$ cat src/design/chc_pkg.sv
// Shared constants and types of the calorimeter hit clusterer.
package chc_pkg;
   localparam int MaxClustersDefault = 64;
   localparam int CellBitsDefault = 10;
   localparam int TimeBits = 32;
   localparam int EnergyBits = 24;
   localparam int WindowBits = 16;
   localparam int CountBits = 8;
   localparam int IndexBits = 6;
   localparam int CsrDataBits = 24;
   localparam logic [1:0] CSR_WINDOW = 2'd0;
   localparam logic [1:0] CSR_HIGH = 2'd1;
   localparam logic [1:0] CSR_LOW = 2'd2;
   localparam logic [EnergyBits-1:0] EnergyMax = '1;
   localparam logic [CountBits-1:0] CountMax = '1;

   typedef struct packed {
      logic load;      // capture request word
      logic rd_en;     // read slot at rd_addr
      logic wr_new;    // write new cluster at fill count
      logic wr_merge;  // write merged cluster at found slot
      logic set_ovf;
      logic clear;     // empty table
      logic found_clr;
      logic arm_clr;
      logic emit;      // load output register from read data
      logic last;
   } chc_cmd_type;

   typedef struct packed {
      logic is_flush;
      logic cell_match;
      logic gap_ok;
      logic full;
      logic found;
      logic armed;
      logic keep;
      logic high_hit;
   } chc_sts_type;
endpackage

$ cat src/design/chc_ctrl.sv
// Sequencer for table search, merge, trigger scan and emission.
module chc_ctrl import chc_pkg::*; #(
   parameter int MAX_CLUSTERS = MaxClustersDefault,
   localparam int AW = $clog2(MAX_CLUSTERS),
   localparam int NW = $clog2(MAX_CLUSTERS + 1)
) (
   input  logic clock,
   input  logic reset,
   input  logic req_valid,
   output logic req_ready,
   output logic rsp_valid,
   input  logic rsp_ready,
   input  chc_sts_type sts,
   input  logic [NW-1:0] used,
   output chc_cmd_type cmd,
   output logic [AW-1:0] rd_addr
);
   localparam logic [2:0] S_IDLE = 3'd0;
   localparam logic [2:0] S_DISP = 3'd1;
   localparam logic [2:0] S_SRCH = 3'd2;   // newest first, one slot per cycle
   localparam logic [2:0] S_DEC = 3'd3;
   localparam logic [2:0] S_SCAN = 3'd4;   // trigger scan
   localparam logic [2:0] S_EMIT = 3'd5;   // ordered emission

   logic [2:0] state_ff, state_in;
   logic [NW-1:0] ptr_ff, ptr_in;       // slots still to visit
   logic chk_ff, chk_in;                // read data belongs to a visited slot
   logic [AW-1:0] addr_ff, addr_in;
   logic [AW-1:0] lastk_ff, lastk_in;   // highest slot at or above low threshold
   logic outv_ff, outv_in;

   assign req_ready = (state_ff == S_IDLE);
   assign rsp_valid = outv_ff;
   assign rd_addr = addr_in;

   always_comb begin
      state_in = state_ff;
      ptr_in = ptr_ff;
      chk_in = 1'b0;
      addr_in = addr_ff;
      lastk_in = lastk_ff;
      outv_in = outv_ff;
      cmd = '0;
      if (outv_ff && rsp_ready) outv_in = 1'b0;
      case (state_ff)
         S_IDLE: begin
            if (req_valid && req_ready) begin
               cmd.load = 1'b1;
               cmd.found_clr = 1'b1;
               cmd.arm_clr = 1'b1;
               state_in = S_DISP;
            end
         end
         S_DISP: begin
            ptr_in = used;
            if (used == '0) begin
               state_in = sts.is_flush ? S_IDLE : S_DEC;
               if (sts.is_flush) cmd.clear = 1'b1;
            end else begin
               addr_in = sts.is_flush ? '0 : AW'(used - NW'(1));
               cmd.rd_en = 1'b1;
               chk_in = 1'b1;
               ptr_in = used - NW'(1);
               state_in = sts.is_flush ? S_SCAN : S_SRCH;
            end
         end
         S_SRCH: begin
            cmd.last = chk_ff;
            if (chk_ff && sts.cell_match) begin
               state_in = S_DEC;
               cmd.rd_en = 1'b1;  // reread found slot for merge
            end else if (ptr_ff == '0) begin
               state_in = S_DEC;
            end else begin
               addr_in = addr_ff - AW'(1);
               cmd.rd_en = 1'b1;
               chk_in = 1'b1;
               ptr_in = ptr_ff - NW'(1);
            end
         end
         S_DEC: begin
            if (sts.found && sts.gap_ok) begin
               cmd.wr_merge = 1'b1;
            end else if (sts.full) begin
               cmd.set_ovf = 1'b1;
            end else begin
               cmd.wr_new = 1'b1;
            end
            state_in = S_IDLE;
         end
         S_SCAN: begin
            cmd.last = chk_ff;
            if (chk_ff && sts.keep) lastk_in = addr_ff;
            if (ptr_ff == '0) begin
               if (sts.armed || (chk_ff && sts.high_hit)) begin
                  addr_in = '0;
                  cmd.rd_en = 1'b1;
                  ptr_in = used - NW'(1);
                  state_in = S_EMIT;
               end else begin
                  cmd.clear = 1'b1;
                  state_in = S_IDLE;
               end
            end else begin
               addr_in = addr_ff + AW'(1);
               cmd.rd_en = 1'b1;
               chk_in = 1'b1;
               ptr_in = ptr_ff - NW'(1);
            end
         end
         S_EMIT: begin
            // read data is slot addr_ff; hold while the output word is still waiting
            if (!outv_in) begin
               if (sts.keep) begin
                  cmd.emit = 1'b1;
                  cmd.last = (addr_ff == lastk_ff);
                  outv_in = 1'b1;
               end
               if (ptr_ff == '0) begin
                  cmd.clear = 1'b1;
                  state_in = S_IDLE;
               end else begin
                  addr_in = addr_ff + AW'(1);
                  cmd.rd_en = 1'b1;
                  ptr_in = ptr_ff - NW'(1);
               end
            end
         end
         default: state_in = S_IDLE;
      endcase
   end

   always_ff @(posedge clock) begin
      if (reset) begin
         state_ff <= S_IDLE;
         ptr_ff <= '0;
         chk_ff <= 1'b0;
         addr_ff <= '0;
         lastk_ff <= '0;
         outv_ff <= 1'b0;
      end else begin
         state_ff <= state_in;
         ptr_ff <= ptr_in;
         chk_ff <= chk_in;
         addr_ff <= addr_in;
         lastk_ff <= lastk_in;
         outv_ff <= outv_in;
      end
   end
endmodule

$ cat config.mk
export PLATFORM = sky130hd
export DESIGN_NAME = chc_ctrl
export DESIGN_NICKNAME = d
export VERILOG_FILES = /design/src/design/chc_pkg.sv /design/src/design/chc_ctrl.sv
export SDC_FILE = /design/constraint.sdc
export NUM_CORES = 1
export LEC_CHECK = 0
export ABC_AREA = 1
export CORE_ASPECT_RATIO = 1.2
export CORE_MARGIN = 5
export CORE_UTILIZATION = 55
export CTS_BUF_LIST = sky130_fd_sc_hd__clkbuf_16
export DETAILED_ROUTE_END_ITERATION = 10
export DONT_BUFFER_PORTS = 1
export GPL_TIMING_DRIVEN = 1
export PLACE_DENSITY = 0.73
export SYNTH_ARGS = -nofsm -noshare
export SYNTH_HDL_FRONTEND = slang
export SYNTH_SLANG_ARGS = --single-unit
$ cat constraint.sdc
create_clock -name clock -period 1.5 [get_ports clock]
set_input_delay 0.15 -clock clock [delete_from_list [all_inputs] [get_ports clock]]
set_output_delay 0.15 -clock clock [all_outputs]
set_load 0.005 [all_outputs]
# Yosys cells after proc, flatten, opt, wreduce, memory -nomap -nowiden
# Index checks and enable logic that the tools add are counted.
[totals] regBits=24 output_inout_bits=18
[classes] addsub=4 n_eq_ne=13 muxes=61 n_reduce_logical=15
[op_table] cell="6-bit two-way mux" n=8
[op_table] cell="7-bit two-way mux" n=6
[op_table] cell="3-bit two-way mux" n=10
[op_table] cell="7-bit case mux with 4 select lines" n=1
[op_table] cell="1-bit two-way mux" n=25
[op_table] cell="6-bit case mux with 4 select lines" n=1
[op_table] cell="3-bit case mux with 5 select lines" n=1
[op_table] cell="7-bit logical NOT" n=2
[op_table] cell="7-bit by 1-bit subtractor with 7-bit output, second input constant" n=2
[op_table] cell="2-bit two-way mux" n=5
[op_table] cell="2-bit inequality test, second input constant" n=4
[op_table] cell="6-bit by 1-bit adder with 6-bit output, second input constant" n=1
[op_table] cell="3-bit by 2-bit == test with 1-bit output, second input constant" n=2
[op_table] cell="3-bit == test, second input constant" n=2
[op_table] cell="6-bit == test" n=1
[op_table] cell="1-bit logical AND" n=6
[op_table] cell="3-bit inequality test, second input constant" n=2
[op_table] cell="1-bit case mux with 3 select lines" n=2
[op_table] cell="6-bit by 1-bit subtractor with 6-bit output, second input constant" n=1
[op_table] cell="5-bit AND reduction" n=1
[op_table] cell="1-bit case mux with 4 select lines" n=1
[op_table] cell="4-bit AND reduction" n=1
[op_table] cell="4-bit nonzero test" n=1
[op_table] cell="3-bit by 1-bit == test with 1-bit output, second input constant" n=1
[op_table] cell="other kinds (6)" n=6

# Longest topological paths before layout
# Gate-level depths: netlist of the first run.
[depth] ltp_word=5 ltp_mapped=13 ltp_nobuf=13

# Least setup slack after synthesis of the first run
# OpenSTA, ideal clock, no wires.
[synth_path] path_type="register -> register" startpoint="register ptr_ff[0]" endpoint="register ptr_ff[5]" period_less_slack_ps=1610 arrival_ps=1493 slack_ps=-110 path_stages_with_launch=12 setup_time_ps=117 path_cell_list="dfxtp_1 -> inv_1 -> ha_1 -> inv_1 -> nor2_1 -> nand3_4 -> nand2_2 -> nand2_2 -> nor2_2 -> nor2_1 -> nor3_2 -> nor2_1"
[synth_via] elab_chain_cells=4
[synth_rtl] element="from (decl)" line="chc_ctrl.sv:26" rtl="logic [NW-1:0] ptr_ff, ptr_in;"
[synth_rtl] element="from (signal assigned)" line="chc_ctrl.sv:143" rtl="ptr_ff <= ptr_in;"
[synth_rtl] element="7-bit by 1-bit subtractor with 7-bit output or 7-bit logical NOT (tied branches)"
[synth_rtl] element="7-bit two-way mux" line="chc_ctrl.sv:72, chc_ctrl.sv:119"
[synth_rtl] element="7-bit two-way mux, on equally long branches" line="chc_ctrl.sv:113, chc_ctrl.sv:69"
[synth_rtl] element="7-bit case mux with 4 select lines" line="chc_ctrl.sv:45" rtl="case (state_ff)"
# Parallel ways exist; a longest one is shown, timed or not. The select of a mux whose other input is x is not followed.
# A chain may end at the register's enable or synchronous reset.

# Worst setup path in the final report of the first run
[layout_path] startpoint="register ptr_ff[0]" endpoint="output rd_addr[3]"
[layout_via] elab_chain_cells=4
[layout_rtl] element="7-bit logical NOT *" line="chc_ctrl.sv:72, chc_ctrl.sv:94, chc_ctrl.sv:119"
[layout_rtl] element="6-bit two-way mux, on equally long branches" line="chc_ctrl.sv:119, chc_ctrl.sv:72"
[layout_rtl] element="6-bit two-way mux, on equally long branches" line="chc_ctrl.sv:113, chc_ctrl.sv:69"
[layout_rtl] element="6-bit case mux with 4 select lines *" line="chc_ctrl.sv:45"
[layout_rtl] element="to (decl)" line="chc_ctrl.sv:16" rtl="output logic [AW-1:0] rd_addr"
# Mark *: on every way between the ends. The rest lies on a longest branch, timed or not.

==> metrics, run 1 <==
DR DRC count 0; row cnt 23; worst hold stages 2; Area Overhead vs Synth 48.1%; gr usage total 0.285; Critical Path Source Type flip-flop; Die Y 75.5 µm; mapped cell area 0.00197 mm²; PD cells 2330 mW/mm²; synth warn 0; status finished, violations left; CTS H-tree lvls 1; die area ~0.005 mm²; PortBufs 0; I/O pins 37; RePlAce Congestion between 0.9 and 1; final hold viol count 0; first-pass GRT wire length roughly 11,000 µm; Min-Delay Path Class input port to flip-flop; syn avg cell area 6.10 µm²; worst reg2reg setup slack -0.33 ns; Leak about 1.4 nW; WS Path Type flip-flop to output port; CP endpoint kind output port; sequential share of power 0.158; FF/Latch Area 495 µm²; final setup vio count 24; Routed WL ~7600 µm; WL/cell 18.3 µm; RSZ-0062 raised after global routing yes; Sw Share 0.499; Peak VDD IR between 1000 and 1500 µV; TritonCTS clock tree yes; Min Clock Period, post-route 1.92 ns; Worst-Margin Slew 0.588 ns; WP data required approximately 1.4 ns; Mapped Cells 322; Yosys cell types 30; Critical Path Start ptr_ff[0]$_SDFFE_PP0P_; area leader, netlist dfxtp_1; final worst slack -0.421 ns; Logic pwr share 0.724; setup TNS -6.02 ns; share of layout cells above drive strength 1 0.414; Placeable Area about 0.0034 mm²; Initial Utilization 0.579; Area after DPL 0.00230 mm²; fmax 0.521 GHz; clock buffer depth 2; design area slightly below 0.003 mm²; via count around 2,600; Hold Startpoint sts[1]; gr ovfl total 0; failing checks negative setup slack; Via density 6.15; Initial DRC Count 421; RR Startpoint ptr_ff[0]$_SDFFE_PP0P_; Worst-path clk slew 0.07 ns; Synth area leaders dfxtp_1 24%, nand2_1 12%, nor2_1 9.7%, inv_1 7.8%, o21ai_0 5.9%; most common cell after layout, fill and taps aside nand2_1; Non-Filler Instances about 420; maxcap violations 0; CTS sink count 24; ant diodes 0; internal power between 3 and 4 mW; WHS around 0.031 ns; initial antenna violation count 0; area fraction of the dominant cell type after synthesis 0.244; Worst Hold Path EP rsp_valid$_SDFF_PP0_; area occupied by multi-input gates 0.00158 mm²; Slew HR 0.607; DRT Pass-1 Iters 5; sw power roughly 3.4 mW; register area share after synthesis 0.244; DP Cell Count 392; Clock Skew ~0.0056 ns; die span in x 64.6 µm; syn_nets roughly 350; CTS Buf Count 3; antenna violation net count after detailed routing 0; nets@finish 405; CP Max Fanout 6; Final Max Slew Viols 0; largest net degree at the start of global routing 16; CTS root buf clkbuf_16; Post-DP HPWL 4420 µm; fillers 190; critical path arrival about 1.8 ns; #FFs+latches synth 24; commonest cells after routing, fill and taps aside 51 x nand2_1, 46 x buf_4, 38 x nor2_1; via count of the first global-routing pass 2,345; later-pin clock latency in the skew report 0.27 ns; clock share of power 0.118; Reg-to-Reg End state_ff[2]$_SDFFE_PP0P_; Final Cycle Share 1.28; Worst Reg-to-Reg Cells 12
## synth_stat cells (all sizes together)
master / count
a21oi: 22
buf: 3
clkbuf: 5
dfxtp: 24
ha: 6
inv: 45
nand2: 69
nand3: 24
nand3b: 2
nand4: 5
nor2: 60
nor3: 8
nor3b: 1
o211ai: 1
o21ai: 24
o221ai: 1
o22ai: 7
or2: 1
xnor2: 7
xor2: 7
## per-stage QoR
step	util	setup WS, ns	power (mW)
3_3_place_gp	0.678	-0.101	4.40
3_5_place_dp	0.678	-0.164	4.45
6_report	0.857	-0.421	6.78
2_1_floorplan	-	-0.0150	3.35
4_1_cts	0.781	-0.338	5.90
5_1_grt	0.857	-0.513	7.15
## cells by family after synthesis
group / share of synthesized area
simple gates: 0.398
flops: 0.244
xor+xnor: 0.0624
compound gates: 0.151
buf+inv: 0.106
fa+ha+maj: 0.0382
## layer usage
| metal | part of all wire | vias to the layer above | global-route usage |
|---|---|---|---|
| li1 | - | 1152 | - |
| met1 | 0.34 | 1131 | 0.300 |
| met2 | 0.50 | 220 | 0.533 |
| met3 | 0.091 | 57 | 0.0472 |
| met4 | 0.062 | 0 | 0.183 |
| met5 | 0 | - | 0 |
## worst max-delay path: stages, from the launching register on
cell and delay (ns):
dfxtp_2 0.32, inv_2 0.07, ha_4 0.14, inv_2 0.04
nor2_4 0.09, nand3_4 0.14, nand2_4 0.16, inv_6 0.06
nand2_1 0.06, nand2_1 0.09, nand3b_1 0.11, nand2_1 0.11
nand2_2 0.09
## flip-flops by register name, summed over array words and instances, names as in the netlist
register and count:
ptr_ff 7, addr_ff 6, lastk_ff 6, state_ff 3, chk_ff 1, rsp_valid 1
## area by class of cell
class                           count  area share
Multi-Input combinational cell    246       0.544
Timing Repair Buffer               60       0.172
Sequential cell                    24       0.170
Inverter                           45      0.0615
Clock buffer                        3      0.0258
Tap cell                           37      0.0159
Clock inverter                      1      0.0103
## power by group through the flow
| stage | logic (mW) | clock network (mW) | registers [mW] |
|---|---|---|---|
| 6_report | 4.91 | 0.798 | 1.07 |
| 4_1_cts | 4.08 | 0.789 | 1.04 |
| 5_1_grt | 5.24 | 0.823 | 1.09 |
| 2_1_floorplan | 2.34 | 0 | 1.01 |
| 3_3_place_gp | 3.38 | 0 | 1.01 |
| 3_5_place_dp | 3.43 | 0 | 1.02 |
## timing repair
item                       in CTS  in global routing
resized for setup              61                 52
pin swaps                      21                 29
buffers inserted               19                 11
cloned                          1                  0
hold buffers                    1                  0
hold endpoints to repair        9                  0
setup endpoints to repair      26                 28
## worst max-delay path by stage
stage                                  end  slack, ns  cells past startpoint
detailed placement              rd_addr[2]      -0.16                     10
global placement    ptr_ff[3]$_SDFFE_PP0P_      -0.10                     12
floorplan           ptr_ff[5]$_SDFFE_PP0P_      -0.01                     12
finish                          rd_addr[3]      -0.42                     12
CTS                             rd_addr[1]      -0.34                     12
global route                    rd_addr[1]      -0.51                     12
(Power assumes the default switching activity.)
==> run 2: changes to the inputs <==
--- a/config.mk
+++ b/config.mk
@@ -13,7 +13,7 @@
 export DETAILED_ROUTE_END_ITERATION = 10
 export DONT_BUFFER_PORTS = 1
 export GPL_TIMING_DRIVEN = 1
-export PLACE_DENSITY = 0.73
+export PLACE_DENSITY_LB_ADDON = 0.3
 export SYNTH_ARGS = -nofsm -noshare
 export SYNTH_HDL_FRONTEND = slang
 export SYNTH_SLANG_ARGS = --single-unit
==> run 2 against run 1 <==
Compared with the run above:
- the run still ends with negative setup slack left
- final area is 4.1% lower
- global-route usage decreased by 2.5 points
- flip-flop and latch count unchanged
- largest power group unchanged
- highest routed layer unchanged
==> metrics, run 2 (same netlist as run 1, synthesis figures left out) <==
Final Max Slew Viols 0 (unchanged); FF/Latch Area 493 µm² (was 495 µm²); maxcap violations 0 (unchanged); ant diodes 0 (unchanged); final hold viol count 0 (unchanged); final setup vio count 22 (was 24); Critical Path Source Type flip-flop (unchanged); CTS Buf Count 3 (unchanged); failing checks negative setup slack (unchanged); Clock Skew 0.00267 ns (was 0.00563 ns); max reg flops 7 (unchanged); Leak 1.30 nW (was 1.35 nW); TritonCTS clock tree yes (unchanged); Min-Delay Path Class input port to flip-flop (unchanged); fillers 211 (was 190); status finished, violations left (unchanged); Peak VDD IR 1600 µV (was 1440 µV); CTS sink count 24 (unchanged); DRT Pass-1 Iters 4 (was 5); clock buffer depth 2 (unchanged); gr usage total 0.260 (was 0.285); area occupied by multi-input gates 0.00160 mm² (was 0.00158 mm²); first-pass GRT wire length 10,100 µm (was 10,800 µm); Routed WL 6760 µm (was 7620 µm); Area Overhead vs Synth 41.9% (was 48.1%); Via density 5.96 (was 6.15); Initial DRC Count 270 (was 421); WS Path Type flip-flop to output port (unchanged); setup TNS -5.15 ns (was -6.02 ns); Tot Pwr 6.48 mW (was 6.78 mW); Post-DP HPWL 4350 µm (was 4420 µm); later-pin clock latency in the skew report 0.26 ns (was 0.27 ns); share of layout cells above drive strength 1 0.389 (was 0.414); Placeable Area 0.00340 mm² (unchanged); die span in x 64.6 µm (unchanged); via count 2,395 (was 2,560); largest net degree at the start of global routing 16 (unchanged); Min Clock Period, post-route 1.93 ns (was 1.92 ns); row cnt 23 (unchanged); fmax 0.517 GHz (was 0.521 GHz); WL/cell 16.8 µm (was 18.3 µm); initial antenna violation count 0 (unchanged); I/O pins 37 (unchanged); die area 0.00487 mm² (unchanged); RSZ-0062 raised after global routing yes (unchanged); Initial Utilization 0.579 (unchanged); via count of the first global-routing pass 2,302 (was 2,345); most common cell after layout, fill and taps aside nand2_1 (unchanged); CTS root buf clkbuf_16 (unchanged); DR DRC count 0 (unchanged); PortBufs 0 (unchanged); RePlAce Congestion 0.905 (was 0.901); nets@finish 391 (was 405); gr ovfl total 0 (unchanged); CP endpoint kind output port (unchanged); Final Cycle Share 1.29 (was 1.28); Die Y 75.5 µm (unchanged); Worst Reg-to-Reg Cells 11 (was 12); commonest cells after routing, fill and taps aside 48 x nand2_1, 42 x nor2_1, 42 x buf_4 (was 51 x nand2_1, 46 x buf_4, 38 x nor2_1); antenna violation net count after detailed routing 0 (unchanged); WP data required 1.35 ns (about the same); CP Max Fanout 6 (unchanged); critical path arrival 1.78 ns (was 1.77 ns); final worst slack -0.434 ns (was -0.421 ns); WHS 0.0239 ns (was 0.0311 ns); Slew HR 0.671 (was 0.607); CTS H-tree lvls 1 (unchanged); PD cells 2320 mW/mm² (was 2330 mW/mm²); Worst-Margin Slew 0.494 ns (was 0.588 ns); Worst-path clk slew 0.07 ns (about the same); Biggest register ptr_ff (unchanged); biggest regs ptr_ff x7, addr_ff x6, lastk_ff x6 (unchanged); worst hold stages 2 (unchanged)
-- run 2: changes by cell type in the layout (fill, tap and decap cells not counted), sizes merged --
cell  before  now
buf       59   46
nor2      61   60
-- run 2: power breakdown --
part | switching (mW) | internal (mW)
registers | 0.224 | 0.845
clock network | 0.261 | 0.532
logic | 2.76 | 1.86
-- run 2: layer usage --
metal / global-route usage / vias up / share of wire / routed length [µm]
li1: - / 1125 / - / -
met1: 0.289 / 1118 / 0.40 / 2680
met2: 0.472 / 124 / 0.50 / 3410
met3: 0.0546 / 28 / 0.066 / 443
met4: 0.134 / 0 / 0.034 / 228
met5: 0 / - / 0 / 0
-- run 2: per-stage QoR --
step,setup slack (ns),utilization,instance area (µm²),cells
final,-0.434,0.822,2790,402
after global routing,-0.484,0.822,2790,402
after CTS,-0.350,0.745,2530,396
after detailed placement,-0.147,0.667,2260,387
after global placement,-0.110,0.667,2260,387
after floorplan,-0.0150,-,1990,322
-- run 2: path summary, 6_finish.rpt --
path	startpoint	endpoint	slack, ns
worst max-delay path	ptr_ff[0]$_SDFFE_PP0P_	rd_addr[5]	-0.43
worst min-delay path	sts[1]	rsp_valid$_SDFF_PP0_	0.02
worst max register to register	ptr_ff[0]$_SDFFE_PP0P_	state_ff[2]$_SDFFE_PP0P_	-0.30
worst min register to register	lastk_ff[5]$_SDFFE_PP0P_	lastk_ff[5]$_SDFFE_PP0P_	0.46
-- run 2: timing repair --
| action | CTS | global route |
|---|---|---|
| setup endpoints to repair | 24 | 33 |
| endpoints found under the hold margin | 9 | 0 |
| pin swaps | 10 | 27 |
| resized for setup | 40 | 57 |
| setup buffers | 7 | 6 |
| hold buffers | 1 | 0 |
-- run 2: cell type report --
type / count / share of cell area
Multi-Input combinational cell: 245 / 0.572
Clock inverter: 1 / 0.0108
Tap cell: 37 / 0.0166
Timing Repair Buffer: 47 / 0.133
Inverter: 45 / 0.0641
Sequential cell: 24 / 0.177
Clock buffer: 3 / 0.0269
-- run 2: critical path, stage by stage, from the launching register on --
cell	delay, ns
dfxtp_2	0.33
inv_2	0.07
ha_4	0.13
inv_2	0.04
nor2_4	0.09
nand3_4	0.16
buf_6	0.18
nand4_1	0.11
nand2_1	0.07
nand2_1	0.07
inv_1	0.06
nand2_1	0.08
nand2_2	0.07
nand2_2	0.08
